## src/i2cm_pkg.sv

```systemverilog
// ============================================================================
// I2C register access master package
// Shared types, codes and decode helpers for the bus waveform engine.
// ============================================================================
package i2cm_pkg;

    // Command codes carried by an input item.
    localparam logic [1:0] CMD_NONE   = 2'd0;
    localparam logic [1:0] CMD_WRITE  = 2'd1;
    localparam logic [1:0] CMD_READ   = 2'd2;
    localparam logic [1:0] CMD_UPDATE = 2'd3;

    // Configuration register indexes.
    localparam logic CFG_DEV_ADDR = 1'b0;
    localparam logic CFG_HALF_BIT = 1'b1;

    localparam logic [6:0]  DEV_ADDR_RESET = 7'd41;
    localparam logic [15:0] HALF_BIT_RESET = 16'd250;

    // Program lengths in segments.
    localparam logic [3:0] LEN_WRITE  = 4'd5;
    localparam logic [3:0] LEN_READ   = 4'd8;
    localparam logic [3:0] LEN_UPDATE = 4'd13;
    localparam logic [3:0] UPD_WRITE_BASE = 4'd8;

    // Slot counts per segment kind.
    localparam logic [4:0] SLOTS_START = 5'd4;
    localparam logic [4:0] SLOTS_STOP  = 5'd3;
    localparam logic [4:0] SLOTS_RX    = 5'd19;
    localparam logic [4:0] SLOTS_TX    = 5'd26;

    // Slot positions with special meaning.
    localparam logic [4:0] TX_ACK_SLOT  = 5'd24;
    localparam logic [4:0] RX_DATA_END  = 5'd16;
    localparam logic [4:0] RX_NACK_HIGH = 5'd17;

    typedef enum logic [6:0] {
        SEG_START = 7'b0000001,
        SEG_STOP  = 7'b0000010,
        SEG_RX    = 7'b0000100,
        SEG_TX_W  = 7'b0001000,
        SEG_TX_R  = 7'b0010000,
        SEG_TX_I  = 7'b0100000,
        SEG_TX_D  = 7'b1000000
    } seg_t;

    typedef struct packed {
        logic [1:0] cmd;
        logic [7:0] reg_index;
        logic [7:0] write_data;
        logic [7:0] and_mask;
        logic       sda_in;
    } item_t;

    typedef struct packed {
        logic       scl_level;
        logic       sda_level;
        logic       sda_drive;
        logic       busy_res;
        logic       done_res;
        logic [7:0] read_byte;
        logic       nack_seen;
    } result_t;

    typedef struct packed {
        logic [2:0] bit_idx;
        logic [1:0] sub;
    } tx_pos_t;

    function automatic seg_t write_prog(input logic [3:0] ph);
        seg_t code;
        case (ph)
            4'd0:    code = SEG_START;
            4'd1:    code = SEG_TX_W;
            4'd2:    code = SEG_TX_I;
            4'd3:    code = SEG_TX_D;
            default: code = SEG_STOP;
        endcase
        return code;
    endfunction

    function automatic seg_t read_prog(input logic [3:0] ph);
        seg_t code;
        case (ph)
            4'd0:    code = SEG_START;
            4'd1:    code = SEG_TX_W;
            4'd2:    code = SEG_TX_I;
            4'd3:    code = SEG_STOP;
            4'd4:    code = SEG_START;
            4'd5:    code = SEG_TX_R;
            4'd6:    code = SEG_RX;
            default: code = SEG_STOP;
        endcase
        return code;
    endfunction

    // An update runs the read program and then the write program.
    function automatic seg_t seg_code(input logic [1:0] cmd, input logic [3:0] ph);
        seg_t code;
        if (cmd == CMD_WRITE)
            code = write_prog(ph);
        else if (ph < UPD_WRITE_BASE)
            code = read_prog(ph);
        else
            code = write_prog(ph - UPD_WRITE_BASE);
        return code;
    endfunction

    function automatic logic [3:0] prog_len(input logic [1:0] cmd);
        logic [3:0] len;
        case (cmd)
            CMD_WRITE: len = LEN_WRITE;
            CMD_READ:  len = LEN_READ;
            default:   len = LEN_UPDATE;
        endcase
        return len;
    endfunction

    function automatic logic [4:0] seg_slots(input seg_t code);
        logic [4:0] n;
        case (code)
            SEG_START: n = SLOTS_START;
            SEG_STOP:  n = SLOTS_STOP;
            SEG_RX:    n = SLOTS_RX;
            default:   n = SLOTS_TX;
        endcase
        return n;
    endfunction

    // Splits a transmit slot below the ack slot into bit number and phase within the bit.
    function automatic tx_pos_t tx_decode(input logic [4:0] s);
        tx_pos_t    p;
        logic [4:0] base;
        if (s >= 5'd21)      p.bit_idx = 3'd7;
        else if (s >= 5'd18) p.bit_idx = 3'd6;
        else if (s >= 5'd15) p.bit_idx = 3'd5;
        else if (s >= 5'd12) p.bit_idx = 3'd4;
        else if (s >= 5'd9)  p.bit_idx = 3'd3;
        else if (s >= 5'd6)  p.bit_idx = 3'd2;
        else if (s >= 5'd3)  p.bit_idx = 3'd1;
        else                 p.bit_idx = 3'd0;
        base  = 5'({2'b00, p.bit_idx}) + 5'({1'b0, p.bit_idx, 1'b0});
        p.sub = 2'(s - base);
        return p;
    endfunction

endpackage

```

## src/i2cm_engine.sv

```systemverilog
// ============================================================================
// I2C register access master engine
// Transaction state and the waveform step for each item.
// ============================================================================
module i2cm_engine
    import i2cm_pkg::*;
(
    input  logic        clk,
    input  logic        rst_n,
    input  logic        step,
    input  item_t       item,
    input  logic [6:0]  device_address,
    input  logic [15:0] half_bit_cycles,
    output result_t     res
);

    logic       busy_reg, busy_next;
    logic [3:0] phase_reg, phase_next;
    logic [4:0] pos_reg, pos_next;
    logic [15:0] cnt_reg, cnt_next;
    logic [7:0] shift_reg, shift_next;
    logic [1:0] hc_cmd_reg, hc_cmd_next;
    logic [7:0] hc_index_reg, hc_index_next;
    logic [7:0] hc_data_reg, hc_data_next;
    logic [7:0] hc_mask_reg, hc_mask_next;
    logic [7:0] rx_reg, rx_next;
    logic       nack_reg, nack_next;

    logic       accept;
    logic       e_busy;
    logic [3:0] e_phase;
    logic [4:0] e_pos;
    logic [15:0] e_cnt;
    logic       e_nack;
    seg_t       code;
    seg_t       new_code;
    tx_pos_t    txp;
    logic [15:0] hb;
    logic       last;
    logic       samp_ack;
    logic       samp_data;
    logic [4:0] pos_inc;
    logic [3:0] phase_inc;
    logic       scl;
    logic       sda;
    logic       drive;
    logic       done;

    assign accept = !busy_reg && (item.cmd != CMD_NONE);
    assign hb     = (half_bit_cycles == 16'd0) ? 16'd1 : half_bit_cycles;

    always_comb
    begin
        // Accepting a command starts the first START slot in the same cycle.
        hc_cmd_next   = accept ? item.cmd        : hc_cmd_reg;
        hc_index_next = accept ? item.reg_index  : hc_index_reg;
        hc_data_next  = accept ? item.write_data : hc_data_reg;
        hc_mask_next  = accept ? item.and_mask   : hc_mask_reg;
        e_busy  = busy_reg || accept;
        e_phase = accept ? 4'd0 : phase_reg;
        e_pos   = accept ? 5'd0 : pos_reg;
        e_cnt   = accept ? 16'd0 : cnt_reg;
        e_nack  = accept ? 1'b0 : nack_reg;

        code = seg_code(hc_cmd_next, e_phase);
        txp  = tx_decode(e_pos);
        last = ({1'b0, e_cnt} + 17'd1) >= {1'b0, hb};

        scl       = 1'b1;
        sda       = 1'b1;
        drive     = 1'b1;
        samp_ack  = 1'b0;
        samp_data = 1'b0;
        if (e_busy)
        begin
            case (code)
                SEG_START:
                begin
                    scl = e_pos < 5'd3;
                    sda = e_pos == 5'd0;
                end
                SEG_STOP:
                begin
                    scl = e_pos != 5'd0;
                    sda = e_pos == 5'd2;
                end
                SEG_RX:
                begin
                    if (e_pos < RX_DATA_END)
                    begin
                        scl       = !e_pos[0];
                        sda       = 1'b0;
                        drive     = 1'b0;
                        samp_data = !e_pos[0];
                    end
                    else
                    begin
                        scl = e_pos == RX_NACK_HIGH;
                        sda = 1'b1;
                    end
                end
                default:
                begin
                    if (e_pos < TX_ACK_SLOT)
                    begin
                        scl = txp.sub == 2'd1;
                        sda = shift_reg[3'd7 - txp.bit_idx];
                    end
                    else
                    begin
                        scl      = e_pos == TX_ACK_SLOT;
                        sda      = 1'b0;
                        drive    = 1'b0;
                        samp_ack = e_pos == TX_ACK_SLOT;
                    end
                end
            endcase
        end

        busy_next  = busy_reg;
        phase_next = e_phase;
        pos_next   = e_pos;
        cnt_next   = e_cnt;
        shift_next = shift_reg;
        rx_next    = rx_reg;
        nack_next  = e_nack;
        done       = 1'b0;
        pos_inc    = e_pos + 5'd1;
        phase_inc  = e_phase + 4'd1;
        new_code   = seg_code(hc_cmd_next, phase_inc);
        if (e_busy)
        begin
            busy_next = 1'b1;
            if (last)
            begin
                if (samp_ack)
                    nack_next = e_nack | item.sda_in;
                else if (samp_data)
                    shift_next = {shift_reg[6:0], item.sda_in};
                pos_next = pos_inc;
                cnt_next = 16'd0;
                if (pos_inc >= seg_slots(code))
                begin
                    if (code == SEG_RX)
                        rx_next = shift_next;
                    if (phase_inc >= prog_len(hc_cmd_next))
                    begin
                        busy_next  = 1'b0;
                        phase_next = 4'd0;
                        pos_next   = 5'd0;
                        done       = 1'b1;
                    end
                    else
                    begin
                        phase_next = phase_inc;
                        pos_next   = 5'd0;
                        // The address is taken from the live register at each load.
                        case (new_code)
                            SEG_TX_W: shift_next = {device_address, 1'b0};
                            SEG_TX_R: shift_next = {device_address, 1'b1};
                            SEG_TX_I: shift_next = hc_index_next;
                            SEG_TX_D:
                            begin
                                if (hc_cmd_next == CMD_UPDATE)
                                    shift_next = (rx_next & hc_mask_next) | hc_data_next;
                                else
                                    shift_next = hc_data_next;
                            end
                            SEG_RX:   shift_next = 8'd0;
                            default:  shift_next = shift_next;
                        endcase
                    end
                end
            end
            else
            begin
                cnt_next = e_cnt + 16'd1;
            end
        end

        res.scl_level = scl;
        res.sda_level = sda;
        res.sda_drive = drive;
        res.busy_res  = e_busy;
        res.done_res  = done;
        res.read_byte = rx_next;
        res.nack_seen = nack_next;
    end

    always_ff @(posedge clk or negedge rst_n)
    begin
        if (!rst_n)
        begin
            busy_reg     <= 1'b0;
            phase_reg    <= 4'd0;
            pos_reg      <= 5'd0;
            cnt_reg      <= 16'd0;
            shift_reg    <= 8'd0;
            hc_cmd_reg   <= CMD_NONE;
            hc_index_reg <= 8'd0;
            hc_data_reg  <= 8'd0;
            hc_mask_reg  <= 8'd0;
            rx_reg       <= 8'd0;
            nack_reg     <= 1'b0;
        end
        else if (step)
        begin
            busy_reg     <= busy_next;
            phase_reg    <= phase_next;
            pos_reg      <= pos_next;
            cnt_reg      <= cnt_next;
            shift_reg    <= shift_next;
            hc_cmd_reg   <= hc_cmd_next;
            hc_index_reg <= hc_index_next;
            hc_data_reg  <= hc_data_next;
            hc_mask_reg  <= hc_mask_next;
            rx_reg       <= rx_next;
            nack_reg     <= nack_next;
        end
    end

    // A START segment is four slots long, so a transaction never ends in its first item.
    a_accept_stays_busy: assert property (@(posedge clk) disable iff (!rst_n)
        step && accept |=> busy_reg)
        else $error("transaction ended in the item that started it");

    // The slot position always lies inside the current segment.
    a_pos_in_segment: assert property (@(posedge clk) disable iff (!rst_n)
        busy_reg |-> pos_reg < seg_slots(seg_code(hc_cmd_reg, phase_reg)))
        else $error("slot position beyond segment length");

    // Idle leaves the sequencer at the start of its program.
    a_idle_rewound: assert property (@(posedge clk) disable iff (!rst_n)
        !busy_reg |-> (phase_reg == 4'd0) && (pos_reg == 5'd0))
        else $error("sequencer not rewound while idle");

    // The finishing item leaves the engine idle.
    a_done_goes_idle: assert property (@(posedge clk) disable iff (!rst_n)
        step && done |=> !busy_reg)
        else $error("engine still busy after done");

endmodule

```

## src/i2c_register_access_master_top.sv

```systemverilog
// ============================================================================
// I2C register access master
// Bit-banged register write, read and read-modify-write over a two-wire bus.
// ============================================================================
// Each input item is one time step of the bus waveform and yields exactly one result
// item with the line levels for that step. An item is taken into an input register,
// goes through the waveform step of the engine and lands in a result register, so a
// new item is accepted every cycle while the result side does not stall. When the
// result side stalls, the input side stalls in turn once both registers hold an item.
// Commands are taken only while no transaction is running; one slot of the bus
// waveform lasts half_bit_cycles items (zero counts as one).
module i2c_register_access_master_top
    import i2cm_pkg::*;
(
    input  logic        clk,
    input  logic        rst_n,
    input  logic        in_valid,
    output logic        in_stall,
    input  logic [1:0]  cmd,
    input  logic [7:0]  reg_index,
    input  logic [7:0]  write_data,
    input  logic [7:0]  and_mask,
    input  logic        sda_in,
    output logic        out_valid,
    input  logic        out_stall,
    output logic        scl_level,
    output logic        sda_level,
    output logic        sda_drive,
    output logic        busy_res,
    output logic        done_res,
    output logic [7:0]  read_byte,
    output logic        nack_seen,
    input  logic        cfg_we,
    input  logic        cfg_index,
    input  logic [15:0] cfg_data
);

    logic        in_valid_reg, in_valid_next;
    item_t       item_reg;
    logic        out_valid_reg, out_valid_next;
    result_t     res_reg;
    result_t     res;
    logic        advance;
    logic        take;
    logic [6:0]  dev_addr_reg;
    logic [15:0] half_bit_reg;

    assign advance        = in_valid_reg && (!out_valid_reg || !out_stall);
    assign in_stall       = in_valid_reg && !advance;
    assign take           = in_valid && !in_stall;
    assign in_valid_next  = take || (in_valid_reg && !advance);
    assign out_valid_next = advance || (out_valid_reg && out_stall);

    always_ff @(posedge clk or negedge rst_n)
    begin
        if (!rst_n)
        begin
            dev_addr_reg <= DEV_ADDR_RESET;
            half_bit_reg <= HALF_BIT_RESET;
        end
        else if (cfg_we)
        begin
            case (cfg_index)
                CFG_DEV_ADDR: dev_addr_reg <= cfg_data[6:0];
                CFG_HALF_BIT: half_bit_reg <= cfg_data;
                default:      half_bit_reg <= half_bit_reg;
            endcase
        end
    end

    always_ff @(posedge clk or negedge rst_n)
    begin
        if (!rst_n)
        begin
            in_valid_reg  <= 1'b0;
            out_valid_reg <= 1'b0;
        end
        else
        begin
            in_valid_reg  <= in_valid_next;
            out_valid_reg <= out_valid_next;
        end
    end

    always_ff @(posedge clk)
    begin
        if (take)
            item_reg <= '{cmd: cmd, reg_index: reg_index, write_data: write_data,
                          and_mask: and_mask, sda_in: sda_in};
        if (advance)
            res_reg <= res;
    end

    i2cm_engine u_engine (
        .clk             (clk),
        .rst_n           (rst_n),
        .step            (advance),
        .item            (item_reg),
        .device_address  (dev_addr_reg),
        .half_bit_cycles (half_bit_reg),
        .res             (res)
    );

    assign out_valid = out_valid_reg;
    assign scl_level = res_reg.scl_level;
    assign sda_level = res_reg.sda_level;
    assign sda_drive = res_reg.sda_drive;
    assign busy_res  = res_reg.busy_res;
    assign done_res  = res_reg.done_res;
    assign read_byte = res_reg.read_byte;
    assign nack_seen = res_reg.nack_seen;

endmodule

```

## config.mk

```make
export PLATFORM = sky130hd
export DESIGN_NAME = i2c_register_access_master_top
export DESIGN_NICKNAME = d
export VERILOG_FILES = /design/src/i2cm_pkg.sv /design/src/i2cm_engine.sv /design/src/i2c_register_access_master_top.sv
export SDC_FILE = /design/constraint.sdc
export NUM_CORES = 1
export LEC_CHECK = 0
export ABC_AREA = 1
export BUFFER_PORTS_ARGS = -buffer_cell sky130_fd_sc_hd__buf_2
export CAP_MARGIN = 20
export CORE_UTILIZATION = 61
export DETAILED_ROUTE_END_ITERATION = 10
export PLACE_DENSITY = 0.87
export SLEW_MARGIN = 15
export SYNTH_ARGS = -nofsm -noshare
export SYNTH_HDL_FRONTEND = slang
export SYNTH_SLANG_ARGS = --single-unit
```

## constraint.sdc

```tcl
create_clock -name clk -period 4.9 [get_ports clk]
set_input_delay 0.49 -clock clk [delete_from_list [all_inputs] [get_ports clk]]
set_output_delay 0.49 -clock clk [all_outputs]
set_load 0.01 [all_outputs]
```

# After elaboration in Yosys (flattened, before gate mapping)
# Cells that the tools add are included.
# totals
reg_bits	135
wordCells	199
# classes
add_sub_neg	9
order_cmp	16
reduce_logical	32
n_mux	78
bitwise	4
eq_ne	33
# ops
op	n
two-way mux 8 bit	15
case mux 7 bit (4 select lines)	4
two-way mux 16 bit	4
case mux 6 bit (5 select lines)	2
case mux 8 bit (5 select lines)	1
equality test 4 x 2 -> 1 bit, second input constant	8
two-way mux 4 bit	8
two-way mux 5 bit	6
two-way mux 7 bit	4
equality test 4 x 3 -> 1 bit, second input constant	6
two-way mux 1 bit	21
two-way mux 3 bit	6
adder 16 x 1 -> 17 bit, second input constant	1
>= comparator 17 x 16 -> 1 bit	1
adder 16 x 1 -> 16 bit, second input constant	1
equality test 4 x 1 -> 1 bit, second input constant	4
zero test 16 bit	1
zero test 4 bit	4
>= comparator 5 x 4 -> 1 bit, second input constant	3
case mux 5 bit (3 select lines)	1
equality test 7 x 3 -> 1 bit, second input constant	2
equality test 5 bit, second input constant	2
>= comparator 5 bit, second input constant	2
< comparator 5 bit, second input constant	2
41 further kinds	63

# Logic depth before layout (Yosys ltp)
# depth
ltp_word	23
mapped_depth	29
mapped_depth_nobuf	27

# Modules after synthesis
# A second synthesis with hierarchy kept.
# hier_totals
cells_unflattened	1047
hier_area_um2	8331.7
# modules_own_cells
module	seq_area_each_um2	area_per_inst_um2	cells_per_inst	instances
i2cm_engine	1726.7	6049.6	893	1
i2c_register_access_master_top	1868.0	2282.2	154	1

# Worst setup path before layout
# OpenSTA, ideal clock, no wires.
# synth_path
path_kind	reg-to-reg
from	register item_reg[26] in the netlist's numbering
to	register res_reg, in the netlist read_byte[0], data pin
stages_incl_launch_ff	26
arrival_time_ps	4154
slack_ps	491
setup_ps	255
required_ps	4645
period_less_slack_ps	4409
cell_sequence	edfxtp_1 o21ai_4 buf_6 buf_2 buf_1 nand2_1 inv_1 ha_1 inv_1 nor3_2 nand2_1 nor2_1 inv_2 nand2_1 ha_1 o21a_1 o21a_1 o21a_1 o21ai_0 nand2_1 nand2_2 inv_2 nand2_1 buf_2 nand2_1 and2_1
# synth_rtl
element	line	text
start: declaration	i2c_register_access_master_top.sv:39	item_t item_reg;
start signal: assignment	i2c_register_access_master_top.sv:88	item_reg <= '{cmd: cmd, reg_index: reg_index, write_data: write_data,
end signal: assignment	i2c_register_access_master_top.sv:91	res_reg <= res;
end: declaration	i2c_register_access_master_top.sv:41	result_t res_reg;

==> results.json <==
{
  "p_per_area_nw_per_um2": 476.3,
  "drive_gt1_frac": 0.1349,
  "intPower_mw": 2.714,
  "cts_hold_buf": 0,
  "met2_wirelength_um": 8959,
  "die_area_um2": 13740,
  "hold_viol_final": 0,
  "finalNetCount": 1169,
  "power_frac_clock": 0.303,
  "ys_ff_latch": 135,
  "slew_violations": 0,
  "fillCellCount": 976,
  "dieWidth_um": 117.2,
  "fin_area_um2": 9181,
  "min_period_ps": 4500,
  "syn_area_per_cell_um2": 7.956,
  "io_buffer_count": 64,
  "status": "finished, final reports clean",
  "grt_pass1_wl_um": 32040,
  "highest_layer": "met4",
  "n_antenna_cell": 0,
  "worstPathMaxFanout": 27,
  "ant_nets": 0,
  "max_freq_mhz": 222.2,
  "num_vias": 7233,
  "drc": 0,
  "ys_types": 51,
  "path_clk_slew_ps": 60,
  "arrival_ps": 4680,
  "synth_area_um2": 8099,
  "root_buffer": "clkbuf_16",
  "setup_viol": 0,
  "yosysSeqAreaShare": 0.4438,
  "synth-edff-count": 41,
  "dp_hpwl_um": 14080,
  "gr-usage-all-layers": 0.3094,
  "largest_reg_flops": 27,
  "max_slew_margin": 0.3431,
  "switching_share": 0.3794,
  "power.net_switching_mw": 1.659,
  "wl_met3_um": 1705,
  "drtIter0Drc": 721,
  "tightest_slew_ps": 984.2,
  "cts_max_path_buffers": 2,
  "avgRoutedWirePerCell_um": 15.59,
  "cts_max_level": 4,
  "grt_pass1_vias": 6636,
  "ioPinCount": 65,
  "crit_required_ps": 5080,
  "async_reset_ff_frac": 0.6963,
  "routed_wirelength_um": 19780,
  "hold_class": "in2async",
  "post-cts-setup-buffers": 0,
  "synth_flop_cell": "dfrtp_1",
  "rsz0062_at_grt": "no",
  "grt_overflow": 0,
  "cts_tree": "yes",
  "synthesis.nets": 1103,
  "power_frac_seq": 0.355,
  "placed_area_um2": 8573,
  "via_per_inst": 5.700,
  "numCtsBuffers": 17,
  "cts_resized": 0,
  "area_delta_synth_final_pct": 13.36,
  "core_area_um2": 12770,
  "wl_met1_um": 8530,
  "setup_tns_ps": 0,
  "gp_congestion": 0.9945,
  "synth.yosys.warnings": 0,
  "antenna_found_initial": 0,
  "path_class": "reg2reg",
  "grt_max_degree": 60,
  "cts.sinks": 135,
  "pwr-share-comb": 0.342,
  "clk_latency_ps": 430,
  "start_util": 0.6340,
  "end_kind": "register",
  "leakage_nw": 4.624,
  "dieHeight_um": 117.2,
  "period_share": 0.9184,
  "rows": 41,
  "syn_inst": 1018,
  "firstDrtPassIters": 6,
  "ir_worst_vdd_uv": 312.0,
  "worstSetupStartpointType": "register",
  "drv_cap": 0,
  "clock_skew_ps": 9.369
}
cell usage in the layout (no fill, tap or decap), types with 18 or more instances in the layout:
master,n
nand2_1,255
inv_1,139
dfrtp_1,85
nand3_1,81
nor2_1,81
o21ai_0,75
buf_2,63
a21oi_1,41
edfxtp_1,41
ha_1,36
mux2i_1,24
nand4_1,23
clkbuf_16,18
power groups by stage:
stage | logic (mW) | registers [mW] | clock network [mW]
2_1_floorplan | 1.07 | 1.54 | 0
3_3_place_gp | 1.40 | 1.55 | 0
3_5_place_dp | 1.44 | 1.56 | 0
4_1_cts | 1.47 | 1.55 | 1.33
5_1_grt | 1.68 | 1.57 | 1.38
6_report | 1.50 | 1.55 | 1.32
layout make-up:
type | instances | area [µm²] | area share
clock inverter | 12 | 136.4 | 0.01485
timing repair buffer | 73 | 394.1 | 0.04293
tap | 172 | 215.2 | 0.02344
inverter | 147 | 555.5 | 0.06051
clock buffer | 20 | 467.9 | 0.05097
sequential | 135 | 3595 | 0.3915
multi-input combinational | 710 | 3817 | 0.4158
metal layers:
metal | vias up | track usage
met4 | 0 | 0.1308
li1 | 3490 | -
met1 | 3343 | 0.4233
met2 | 341 | 0.4745
met5 | - | 0
met3 | 59 | 0.07055
final timing paths:
kind | slack [ps] | cells past startpoint | to | from
max | 400 | 23 | read_byte[6] | item_reg[26]
min | 120 | 1 | u_engine.cnt_reg[9] | rst_n
max reg2reg | 400 | 23 | read_byte[6] | item_reg[26]
min reg2reg | 490 | 2 | half_bit_reg[0] | half_bit_reg[0]
max in group asynchronous | 3760 | 2 | dev_addr_reg[3] | rst_n
min in group clk | 230 | 1 | item_reg[0] | sda_in
cells in the mapped netlist, types with 6 or more instances:
cell type    n  share of area
nand2_1    255           0.12
inv_1      139          0.064
dfrtp_1     85           0.26
nand3_1     81          0.050
nor2_1      81          0.038
o21ai_0     75          0.046
a21oi_1     41          0.025
edfxtp_1    41           0.15
ha_1        36          0.056
mux2i_1     24          0.030
nand4_1     23          0.018
clkbuf_1    13         0.0060
o22ai_1     11         0.0085
xor2_1      11          0.012
dfstp_2      9          0.029
and2_1       8         0.0062
nand2_2      8         0.0062
buf_2        6         0.0037
nor2_2       6         0.0046
kinds of logic (layout without fill, tap and decap cells):
kind of cell             count (synthesis)  count (layout)  synth area share
AO/OA/AOI/OAI                          148             148            0.1018
XOR/XNOR                                14              14           0.01514
adder cells (fa/ha/maj)                 36              36           0.05562
buffers and inverters                  173             252           0.08481
flip-flops                             135             135            0.4438
multiplexers                            24              24           0.02966
AND/OR/NAND/NOR                        488             488            0.2691
metrics by stage:
stage / worst slack (ps) / power (mW) / instances / util / hold slack [ps]
after floorplan: 490.9 / 2.612 / 1018 / - / 194.4
after global placement: 609.3 / 2.952 / 1236 / 0.6706 / 466.4
after detailed placement: 427.6 / 3.005 / 1237 / 0.6712 / 472.9
after CTS: 397.1 / 4.348 / 1269 / 0.7185 / 138.5
after global routing: 42.11 / 4.637 / 1269 / 0.7188 / 179.3
final: 400.1 / 4.373 / 1269 / 0.7188 / 121.0
worst max-delay path: stages (launching register included):
cell	delay, ps
edfxtp_1	480
o21ai_4	310
buf_4	240
buf_6	320
nand2_1	90
nand2_1	130
nand2_1	180
nand2_1	130
nand3_1	90
nand2_1	80
nor2_1	50
inv_2	120
nand2_1	100
ha_1	280
o21a_1	190
o21a_1	170
o21a_1	160
o21ai_0	140
nand2_1	150
nand2_2	170
inv_2	60
nand2_1	300
nand2_1	130
and2_1	170
Power figures use the tool's default switching activity.
